## config.mk

```make
export PLATFORM = sky130hd
export DESIGN_NAME = wal_frame_recovery_scanner_top
export DESIGN_NICKNAME = d
export VERILOG_FILES = /design/src/wfrs_pkg.sv /design/src/wfrs_front.sv /design/src/wfrs_queue.sv /design/src/wfrs_back.sv /design/src/wal_frame_recovery_scanner_top.sv
export SDC_FILE = /design/constraint.sdc
export NUM_CORES = 2
export LEC_CHECK = 0
export BUFFER_PORTS_ARGS = -buffer_cell sky130_fd_sc_hd__buf_2
export CORE_MARGIN = 3
export CORE_UTILIZATION = 50
export CTS_CLUSTER_SIZE = 14
export DETAILED_ROUTE_END_ITERATION = 6
export GPL_TIMING_DRIVEN = 1
export PLACE_DENSITY = 0.78
export REMOVE_ABC_BUFFERS = 1
export SYNTH_ARGS = -nofsm -noshare
export SYNTH_HDL_FRONTEND = slang
export SYNTH_SLANG_ARGS = --single-unit
```

## constraint.sdc

```tcl
create_clock -name clk -period 22.8 [get_ports clk]
set_input_delay 2.28 -clock clk [delete_from_list [all_inputs] [get_ports clk]]
set_output_delay 2.28 -clock clk [all_outputs]
set_load 0.02 [all_outputs]
```

## src/wfrs_pkg.sv

```systemverilog
// ----------------------------------------------------------------------------
// wfrs_pkg: shared types and constants for the WAL frame recovery scanner
// Holds the item and result structs, verdict codes, layout sizes and the
// FNV-1a byte step used by the checker.
// ----------------------------------------------------------------------------
package wfrs_pkg;

  // Layout sizes in bytes.
  localparam int PAGE_BYTES       = 4096;
  localparam int FRAME_HEAD_BYTES = 24;
  localparam int LOG_HEAD_BYTES   = 32;
  localparam int FRAME_BYTES      = FRAME_HEAD_BYTES + PAGE_BYTES;
  localparam int POS_W = $clog2((FRAME_BYTES > LOG_HEAD_BYTES) ? FRAME_BYTES : LOG_HEAD_BYTES);

  // Page size as it appears in the header word.
  localparam logic [31:0] PAGE_SIZE_WORD = 32'(PAGE_BYTES);

  // FNV-1a 64-bit offset basis.
  localparam logic [63:0] FNV_BASIS = 64'hCBF29CE484222325;

  // Verdict codes.
  localparam logic [2:0] V_HEADER_OK   = 3'd0;
  localparam logic [2:0] V_NO_LOG      = 3'd1;
  localparam logic [2:0] V_FRAME_OK    = 3'd2;
  localparam logic [2:0] V_SALT_BAD    = 3'd3;
  localparam logic [2:0] V_SUM_BAD     = 3'd4;
  localparam logic [2:0] V_SUMMARY     = 3'd5;

  typedef struct packed {
    logic [7:0] data_byte;
    logic       end_of_log;
  } item_t;

  typedef struct packed {
    logic [2:0]  verdict;
    logic [31:0] page_number;
    logic [31:0] frame_number;
    logic [31:0] commit_pages;
    logic [31:0] frames_committed;
    logic [63:0] commit_sum;
  } result_t;

  // Classified item passed from the front part to the back part.
  typedef struct packed {
    item_t            item;
    logic             hdr;
    logic             last;
    logic [POS_W-1:0] pos;
  } tag_t;

  // Magic string byte at a given index.
  function automatic logic [7:0] magic_byte(input logic [2:0] idx);
    logic [7:0] b;
    case (idx)
      3'd0: b = 8'h53;
      3'd1: b = 8'h51;
      3'd2: b = 8'h4C;
      3'd3: b = 8'h57;
      3'd4: b = 8'h41;
      3'd5: b = 8'h4C;
      3'd6: b = 8'h30;
      3'd7: b = 8'h31;
      default: b = 8'h00;
    endcase
    return b;
  endfunction

  // One FNV-1a step; the prime 2^40 + 2^8 + 0xB3 is spelled as shift-adds.
  function automatic logic [63:0] fnv_step(input logic [63:0] h, input logic [7:0] b);
    logic [63:0] x;
    x = h ^ {56'd0, b};
    return (x << 40) + (x << 8) + (x << 7) + (x << 5) + (x << 4) + (x << 1) + x;
  endfunction

endpackage

```

## src/wfrs_front.sv

```systemverilog
// ----------------------------------------------------------------------------
// wfrs_front: byte classifier
// Tracks the byte position within the header or the current frame and tags
// each transfer with it before it enters the queue.
// ----------------------------------------------------------------------------
module wfrs_front (
  input  logic           clk,
  input  logic           rst,
  input  logic           item_valid,
  output logic           item_ready,
  input  wfrs_pkg::item_t item,
  output logic           push,
  input  logic           push_ready,
  output wfrs_pkg::tag_t push_tag
);

  logic                      hdr;
  logic [wfrs_pkg::POS_W-1:0] pos;
  logic                      last;

  // The header and frames have fixed lengths, so the position alone tells
  // where each byte belongs.
  always_comb begin
    if (hdr) begin
      last = (pos == wfrs_pkg::POS_W'(wfrs_pkg::LOG_HEAD_BYTES - 1));
    end else begin
      last = (pos == wfrs_pkg::POS_W'(wfrs_pkg::FRAME_BYTES - 1));
    end
  end

  assign item_ready     = push_ready;
  assign push           = item_valid && push_ready;
  assign push_tag.item  = item;
  assign push_tag.hdr   = hdr;
  assign push_tag.last  = last;
  assign push_tag.pos   = pos;

  // Position counter; end of log restarts at the header.
  always_ff @(posedge clk) begin
    if (rst) begin
      hdr <= 1'b1;
      pos <= '0;
    end else if (push) begin
      if (item.end_of_log) begin
        hdr <= 1'b1;
        pos <= '0;
      end else if (last) begin
        hdr <= 1'b0;
        pos <= '0;
      end else begin
        pos <= pos + 1'b1;
      end
    end
  end

endmodule

```

## src/wfrs_queue.sv

```systemverilog
// ----------------------------------------------------------------------------
// wfrs_queue: two-entry queue of classified bytes
// Lets the classifier and the checker stall independently.
// ----------------------------------------------------------------------------
module wfrs_queue (
  input  logic           clk,
  input  logic           rst,
  input  logic           push,
  output logic           push_ready,
  input  wfrs_pkg::tag_t push_tag,
  output logic           pop_valid,
  input  logic           pop,
  output wfrs_pkg::tag_t pop_tag
);

  wfrs_pkg::tag_t slots [2];
  logic           wr_ptr;
  logic           rd_ptr;
  logic [1:0]     count;

  assign push_ready = (count != 2'd2);
  assign pop_valid  = (count != 2'd0);
  assign pop_tag    = slots[rd_ptr];

  // Storage writes.
  always_ff @(posedge clk) begin
    if (push) begin
      slots[wr_ptr] <= push_tag;
    end
  end

  // Pointers and fill count.
  always_ff @(posedge clk) begin
    if (rst) begin
      wr_ptr <= 1'b0;
      rd_ptr <= 1'b0;
      count  <= 2'd0;
    end else begin
      if (push) begin
        wr_ptr <= ~wr_ptr;
      end
      if (pop) begin
        rd_ptr <= ~rd_ptr;
      end
      case ({push, pop})
        2'b10:   count <= count + 2'd1;
        2'b01:   count <= count - 2'd1;
        default: count <= count;
      endcase
    end
  end

endmodule

```

## src/wfrs_back.sv

```systemverilog
// ----------------------------------------------------------------------------
// wfrs_back: header and frame checker
// Runs the FNV-1a chain one byte per cycle unless a held result stalls it,
// checks header and frame fields, tracks the last commit, registers results.
// ----------------------------------------------------------------------------
module wfrs_back (
  input  logic             clk,
  input  logic             rst,
  input  logic             pop_valid,
  output logic             pop,
  input  wfrs_pkg::tag_t   pop_tag,
  output logic             result_valid,
  input  logic             result_ready,
  output wfrs_pkg::result_t result
);

  localparam logic [1:0] PH_HEADER = 2'd0;
  localparam logic [1:0] PH_FRAMES = 2'd1;
  localparam logic [1:0] PH_DRAIN  = 2'd2;
  localparam logic [1:0] PH_DEAD   = 2'd3;

  logic [1:0]  phase;
  logic [63:0] running_sum;
  logic [63:0] saved_sum;
  logic [63:0] field_shift;
  logic        header_ok;
  logic [31:0] salt_first;
  logic [31:0] salt_second;
  logic [31:0] frame_page;
  logic [31:0] frame_commit;
  logic        salt_match;
  logic [31:0] frames_seen;
  logic [31:0] last_commit_frames;
  logic [31:0] last_commit_pages;

  logic [1:0]  phase_next;
  logic [63:0] running_sum_next;
  logic [63:0] saved_sum_next;
  logic [63:0] field_shift_next;
  logic        header_ok_next;
  logic [31:0] salt_first_next;
  logic [31:0] salt_second_next;
  logic [31:0] frame_page_next;
  logic [31:0] frame_commit_next;
  logic        salt_match_next;
  logic [31:0] frames_seen_next;
  logic [31:0] last_commit_frames_next;
  logic [31:0] last_commit_pages_next;
  logic        emit;
  wfrs_pkg::result_t emit_res;

  logic [7:0]                 b;
  logic [wfrs_pkg::POS_W-1:0] p;
  logic [63:0]                fnv;
  logic [7:0]                 expect_byte;

  assign b   = pop_tag.item.data_byte;
  assign p   = pop_tag.pos;
  assign fnv = wfrs_pkg::fnv_step(running_sum, b);

  // The checker advances unless the byte produces a result while the output
  // register still holds one that is not taken this cycle.
  assign pop = pop_valid && (!emit || !result_valid || result_ready);

  // Byte processing for the current classified byte.
  always_comb begin
    phase_next              = phase;
    running_sum_next        = running_sum;
    saved_sum_next          = saved_sum;
    field_shift_next        = field_shift;
    header_ok_next          = header_ok;
    salt_first_next         = salt_first;
    salt_second_next        = salt_second;
    frame_page_next         = frame_page;
    frame_commit_next       = frame_commit;
    salt_match_next         = salt_match;
    frames_seen_next        = frames_seen;
    last_commit_frames_next = last_commit_frames;
    last_commit_pages_next  = last_commit_pages;
    emit                    = 1'b0;
    emit_res                = '0;
    expect_byte             = 8'd0;

    if (pop_tag.item.end_of_log) begin
      // End of log: report unless the header failed, then return to the reset state.
      if (phase == PH_HEADER) begin
        emit             = 1'b1;
        emit_res.verdict = wfrs_pkg::V_NO_LOG;
      end else if (phase == PH_FRAMES || phase == PH_DRAIN) begin
        emit                      = 1'b1;
        emit_res.verdict          = wfrs_pkg::V_SUMMARY;
        emit_res.commit_pages     = last_commit_pages;
        emit_res.frames_committed = last_commit_frames;
        emit_res.commit_sum       = saved_sum;
      end
      phase_next              = PH_HEADER;
      running_sum_next        = wfrs_pkg::FNV_BASIS;
      saved_sum_next          = '0;
      field_shift_next        = '0;
      header_ok_next          = 1'b1;
      salt_first_next         = '0;
      salt_second_next        = '0;
      frame_page_next         = '0;
      frame_commit_next       = '0;
      salt_match_next         = 1'b1;
      frames_seen_next        = '0;
      last_commit_frames_next = '0;
      last_commit_pages_next  = '0;
    end else if (phase == PH_HEADER) begin
      // Header bytes: magic, version, page size, salts and stored sum.
      if (p < wfrs_pkg::POS_W'(24)) begin
        running_sum_next = fnv;
      end
      if (p < wfrs_pkg::POS_W'(8)) begin
        if (b != wfrs_pkg::magic_byte(p[2:0])) header_ok_next = 1'b0;
      end else if (p < wfrs_pkg::POS_W'(12)) begin
        expect_byte = (p[1:0] == 2'd0) ? 8'd1 : 8'd0;
        if (b != expect_byte) header_ok_next = 1'b0;
      end else if (p < wfrs_pkg::POS_W'(16)) begin
        expect_byte = wfrs_pkg::PAGE_SIZE_WORD[8*p[1:0] +: 8];
        if (b != expect_byte) header_ok_next = 1'b0;
      end else if (p < wfrs_pkg::POS_W'(20)) begin
        salt_first_next[8*p[1:0] +: 8] = b;
      end else if (p < wfrs_pkg::POS_W'(24)) begin
        salt_second_next[8*p[1:0] +: 8] = b;
      end else if (p < wfrs_pkg::POS_W'(32)) begin
        field_shift_next[8*p[2:0] +: 8] = b;
      end
      if (pop_tag.last) begin
        emit = 1'b1;
        if (header_ok_next && field_shift_next == running_sum_next) begin
          running_sum_next    = field_shift_next;
          saved_sum_next      = field_shift_next;
          phase_next          = PH_FRAMES;
          emit_res.verdict    = wfrs_pkg::V_HEADER_OK;
          emit_res.commit_sum = field_shift_next;
        end else begin
          phase_next       = PH_DEAD;
          emit_res.verdict = wfrs_pkg::V_NO_LOG;
        end
      end
    end else if (phase == PH_FRAMES) begin
      // Frame bytes: header fields, salt check and chained sum.
      if (p == '0) begin
        salt_match_next = 1'b1;
      end
      if (p < wfrs_pkg::POS_W'(16) ||
          p >= wfrs_pkg::POS_W'(wfrs_pkg::FRAME_HEAD_BYTES)) begin
        running_sum_next = fnv;
      end
      if (p < wfrs_pkg::POS_W'(4)) begin
        frame_page_next[8*p[1:0] +: 8] = b;
      end else if (p < wfrs_pkg::POS_W'(8)) begin
        frame_commit_next[8*p[1:0] +: 8] = b;
      end else if (p < wfrs_pkg::POS_W'(12)) begin
        if (b != salt_first[8*p[1:0] +: 8]) salt_match_next = 1'b0;
      end else if (p < wfrs_pkg::POS_W'(16)) begin
        if (b != salt_second[8*p[1:0] +: 8]) salt_match_next = 1'b0;
      end else if (p < wfrs_pkg::POS_W'(24)) begin
        field_shift_next[8*p[2:0] +: 8] = b;
      end
      if (pop_tag.last) begin
        emit = 1'b1;
        if (!salt_match_next || field_shift_next != running_sum_next) begin
          phase_next                = PH_DRAIN;
          emit_res.verdict          = salt_match_next ? wfrs_pkg::V_SUM_BAD
                                                      : wfrs_pkg::V_SALT_BAD;
          emit_res.page_number      = frame_page_next;
          emit_res.frame_number     = frames_seen;
          emit_res.commit_pages     = frame_commit_next;
          emit_res.frames_committed = last_commit_frames;
          emit_res.commit_sum       = saved_sum;
        end else begin
          if (frames_seen != 32'hFFFF_FFFF) begin
            frames_seen_next = frames_seen + 32'd1;
          end
          if (frame_commit_next != 32'd0) begin
            last_commit_frames_next = frames_seen_next;
            saved_sum_next          = running_sum_next;
            last_commit_pages_next  = frame_commit_next;
          end
          emit_res.verdict          = wfrs_pkg::V_FRAME_OK;
          emit_res.page_number      = frame_page_next;
          emit_res.frame_number     = frames_seen;
          emit_res.commit_pages     = frame_commit_next;
          emit_res.frames_committed = last_commit_frames_next;
          emit_res.commit_sum       = saved_sum_next;
        end
      end
    end
  end

  // Checker state.
  always_ff @(posedge clk) begin
    if (rst) begin
      phase              <= PH_HEADER;
      running_sum        <= wfrs_pkg::FNV_BASIS;
      saved_sum          <= '0;
      field_shift        <= '0;
      header_ok          <= 1'b1;
      salt_first         <= '0;
      salt_second        <= '0;
      frame_page         <= '0;
      frame_commit       <= '0;
      salt_match         <= 1'b1;
      frames_seen        <= '0;
      last_commit_frames <= '0;
      last_commit_pages  <= '0;
    end else if (pop) begin
      phase              <= phase_next;
      running_sum        <= running_sum_next;
      saved_sum          <= saved_sum_next;
      field_shift        <= field_shift_next;
      header_ok          <= header_ok_next;
      salt_first         <= salt_first_next;
      salt_second        <= salt_second_next;
      frame_page         <= frame_page_next;
      frame_commit       <= frame_commit_next;
      salt_match         <= salt_match_next;
      frames_seen        <= frames_seen_next;
      last_commit_frames <= last_commit_frames_next;
      last_commit_pages  <= last_commit_pages_next;
    end
  end

  // Output register.
  always_ff @(posedge clk) begin
    if (rst) begin
      result_valid <= 1'b0;
    end else if (pop && emit) begin
      result_valid <= 1'b1;
    end else if (result_ready) begin
      result_valid <= 1'b0;
    end
  end

  always_ff @(posedge clk) begin
    if (pop && emit) begin
      result <= emit_res;
    end
  end

endmodule

```

## src/wal_frame_recovery_scanner_top.sv

```systemverilog
// ----------------------------------------------------------------------------
// wal_frame_recovery_scanner_top: write-ahead log recovery scanner
// Checks a log byte stream: header, salted frames and a chained FNV-1a sum.
// ----------------------------------------------------------------------------
// The block takes one log byte per cycle while no waiting result stalls the
// checker; the limit is the FNV-1a step on the running sum, built as a
// handful of shift-adds. A byte reaches the checker through a two-entry
// queue, and a result appears in the output register the cycle after its
// last byte is checked. Results are one per completed header, checked frame,
// or end of log unless the header already failed; the output register lets
// new bytes be taken while a result waits.
module wal_frame_recovery_scanner_top (
  input  logic              clk,
  input  logic              rst,
  input  logic              item_valid,
  output logic              item_ready,
  input  wfrs_pkg::item_t   item,
  output logic              result_valid,
  input  logic              result_ready,
  output wfrs_pkg::result_t result
);

  logic           push;
  logic           push_ready;
  wfrs_pkg::tag_t push_tag;
  logic           pop_valid;
  logic           pop;
  wfrs_pkg::tag_t pop_tag;

  // Classifier.
  wfrs_front u_front (
    .clk        (clk),
    .rst        (rst),
    .item_valid (item_valid),
    .item_ready (item_ready),
    .item       (item),
    .push       (push),
    .push_ready (push_ready),
    .push_tag   (push_tag)
  );

  // Decoupling queue.
  wfrs_queue u_queue (
    .clk        (clk),
    .rst        (rst),
    .push       (push),
    .push_ready (push_ready),
    .push_tag   (push_tag),
    .pop_valid  (pop_valid),
    .pop        (pop),
    .pop_tag    (pop_tag)
  );

  // Checker.
  wfrs_back u_back (
    .clk          (clk),
    .rst          (rst),
    .pop_valid    (pop_valid),
    .pop          (pop),
    .pop_tag      (pop_tag),
    .result_valid (result_valid),
    .result_ready (result_ready),
    .result       (result)
  );

endmodule

```

==> results.py <==
metrics = {
    "grt": {
        "grt_start_max_net_pins": 171,
        "grt-ovfl-total": 0,
        "antenna_found_initial": 6,
        "grt_first_pass_wirelength_um": 288000,
        "grt_pass1_vias": 43500,
        "grt_usage": 0.375,
    },
    "setup_path": {
        "r2r-end": "u_back.result[84]$_DFFE_PP_",
        "path_cells": "buf_4 > mux2i_2 > buf_4 > xnor2_1 > inv_1 > fa_1 > fa_1 > fa_1 > inv_1 > fa_1 > ha_1 > nand2_1 > nor4_2 > a22oi_1 > a211o_1 > a22oi_2 > a311oi_1 > a311oi_1 > o211ai_1 > or4_1 > nor4_2 > nand2_1 > nor2_1 > a22o_1",
        "worstSetupStartpointType": "flip-flop",
        "crit_required_ns": 23.31,
        "critPathMaxFanout": 54,
        "arrival_ns": 11.85,
        "crit_type": "reg -> reg",
        "cp-end-kind": "flip-flop",
        "r2r_cells": 24,
        "cp_slowest_cell": "nor4_2",
        "slowest_delay_ns": 1.02,
        "crit_top_cell": "fa_1",
        "r2r_slack_ns": 11.45,
    },
    "clock_network": {
        "cts_made_buffers": 75,
        "clkTransAtPathRegs_ns": 0.06,
        "cts_resized": 0,
        "cts_tree": "built",
        "cts_max_path_buffers": 3,
        "clock_latency_ns": 0.66,
        "cts_setup_buffers": 0,
        "hold_buffers": 0,
        "clock-sinks": 681,
        "htreeDepth": 3,
        "root_buffer": "clkbuf_16",
    },
    "place": {
        "hpwl_um": 142000,
        "place_congestion": 1.08,
        "port-buffer-count": 209,
    },
    "route": {
        "viasPerCell": 6.69,
        "dr.first_iter.drc_count": 7746,
        "drt_wl_total_um": 198000,
        "drc_errors": 0,
        "ant_nets": 0,
        "post_drt_wl_per_cell_um": 28.0,
        "num_vias": 47200,
        "drtPass1Iterations": 6,
    },
    "timing": {
        "max_slew_margin": 0.0443,
        "tightest_slew_ns": 1.42,
        "slew_viol_final": 0,
        "fmax_mhz": 88.1,
        "finalHoldViolations": 0,
        "tns_ns": 0,
        "rsz0062_at_grt": "no",
        "setup_viol": 0,
        "fin_crit_sh": 0.498,
        "finalCriticalPeriod_ns": 11.35,
        "finClkSkew_ns": 0.0260,
        "hold_ws_ns": 0.467,
    },
    "synthesis": {
        "yosysWarnings": 0,
        "syn_inst": 5694,
        "synth_edf_count": 241,
        "async_reset_ff_frac": 0,
        "synth_ff_type": "dfxtp_1",
        "syn_area_per_cell_um2": 8.59,
        "ys_types": 103,
        "ys_seq_area_frac": 0.328,
        "synthesis.area_um2": 48900,
        "ys_ff_latch": 681,
    },
    "die": {
        "core_area_um2": 96900,
        "num_io_pins": 210,
        "dieWidth_um": 319,
        "row_count": 114,
        "die_h_um": 319,
        "start_util": 0.505,
        "dieArea_um2": 102000,
    },
    "min_path": {
        "hp-class": "reg -> reg",
        "worst_hold_path.endpoint": "u_back.saved_sum[25]$_SDFFE_PP0P_",
        "hold_depth": 2,
        "hold_start": "u_back.saved_sum[25]$_SDFFE_PP0P_",
    },
    "cells_and_area": {
        "nets": 6101,
        "syn_to_final_growth_pct": 9.83,
        "n_fill_cell": 8653,
        "drive_above_1_share": 0.104,
    },
    "run": {
        "drv_cap": 0,
    },
    "outcome": {
        "status": "finished, final reports clean",
    },
}
## cells in the final DEF, fill, tap and decap left out, types with 35 or more instances in the layout
cell type	n
nand2_1	641
nor2_1	615
dfxtp_1	439
inv_1	381
a21oi_1	297
o21ai_0	284
fa_1	245
edfxtp_1	241
buf_2	208
xnor2_1	207
a22oi_1	195
mux2i_1	160
nand3_1	156
ha_1	126
buf_4	119
nor3_1	108
xor2_1	93
o21ai_1	81
clkbuf_16	79
nand4_1	74
o211ai_1	69
and3_1	54
and2_1	48
a221o_1	44
o2111ai_1	44
o22ai_1	39
a31oi_1	38
a211oi_1	37
nor4_1	35
a21o_1	35
## worst max path at each step
stage,endpoint,slack (ns),depth (start not counted)
2_1_floorplan,u_back.result[0]$_DFFE_PP_,3.15,5
3_3_place_gp,u_back.result[65]$_DFFE_PP_,12.01,24
3_5_place_dp,u_back.result[84]$_DFFE_PP_,11.78,24
4_1_cts,u_back.result[84]$_DFFE_PP_,11.77,24
5_1_grt,u_back.result[84]$_DFFE_PP_,11.19,24
6_report,u_back.result[84]$_DFFE_PP_,11.45,24
## worst max-delay path, delay by kind of cell (launching register included)
family          cells  cell delay (ns)
simple gates        6             3.90
fa+ha+maj           5             2.58
compound gates      7             2.21
buf+inv             4             1.16
mux                 1             0.81
flops               1             0.31
xor+xnor            1             0.19
## logic make-up after synthesis
logic type	synth area share
AND/OR/NAND/NOR	0.178
multiplexers	0.0431
buffers and inverters	0.0614
XOR/XNOR	0.0555
adder cells (fa/ha/maj)	0.133
AO/OA/AOI/OAI	0.202
flip-flops	0.328
## cell usage after synthesis (39+ instances only)
library cell | n | area, um2
nand2_1 | 643 | 2410
nor2_1 | 620 | 2330
dfxtp_1 | 440 | 8810
inv_1 | 383 | 1440
clkbuf_1 | 310 | 1160
a21oi_1 | 301 | 1510
o21ai_0 | 286 | 1430
fa_1 | 245 | 4900
edfxtp_1 | 241 | 7240
xnor2_1 | 207 | 1810
a22oi_1 | 195 | 1460
mux2i_1 | 170 | 1700
nand3_1 | 157 | 786
ha_1 | 127 | 1590
nor3_1 | 110 | 551
xor2_1 | 93 | 815
o21ai_1 | 83 | 415
nand4_1 | 74 | 463
o211ai_1 | 69 | 518
and3_1 | 55 | 344
and2_1 | 48 | 300
a221o_1 | 44 | 440
buf_2 | 44 | 220
o2111ai_1 | 44 | 385
o22ai_1 | 40 | 250
a31oi_1 | 39 | 244
## sequential cells by signal, indices dropped and copies added, names as in the netlist, 2 cells and up, named ones only
| signal | count |
|---|---|
| u_back.last_commit_frames | 32 |
| u_queue.count | 2 |
| u_back.salt_second | 32 |
| u_back.last_commit_pages | 32 |
| u_back.running_sum | 64 |
| u_back.frame_page | 32 |
| u_back.result | 195 |
| u_front.pos | 13 |
| u_back.frames_seen | 32 |
| u_back.saved_sum | 64 |
| u_queue.slots | 46 |
| u_back.phase | 2 |
| u_back.salt_first | 32 |
| u_back.frame_commit | 32 |
| u_back.field_shift | 64 |
## stage by stage
stage	util	setup slack, ns	cell area, um2	instances
3_3_place_gp	0.528	12.01	51200	6914
2_1_floorplan	-	3.15	47400	5308
6_report	0.555	11.45	53700	7058
4_1_cts	0.555	11.77	53700	7054
3_5_place_dp	0.528	11.78	51200	6914
5_1_grt	0.555	11.19	53700	7055
## metal layers
| layer | part of all wire | GRT usage |
|---|---|---|
| met1 | 0.38 | 0.512 |
| met2 | 0.42 | 0.544 |
| met3 | 0.14 | 0.108 |
| met4 | 0.063 | 0.185 |
| met5 | 0.00014 | 0 |
## cell type report
type	count	area [um2]	share of cell area
Clock buffer	106	2170	0.0404
Tap cell	1276	1600	0.0297
Inverter	384	1440	0.0268
Timing Repair Buffer	331	2000	0.0372
Antenna cell	3	7.51	0.000140
Sequential cell	681	16000	0.299
Multi-Input combinational cell	4243	30100	0.560
Clock inverter	34	364	0.00678
Power is left out: the tool's default activity adds up to more than one toggle a clock period on the data nets, which glitch-free logic cannot reach.
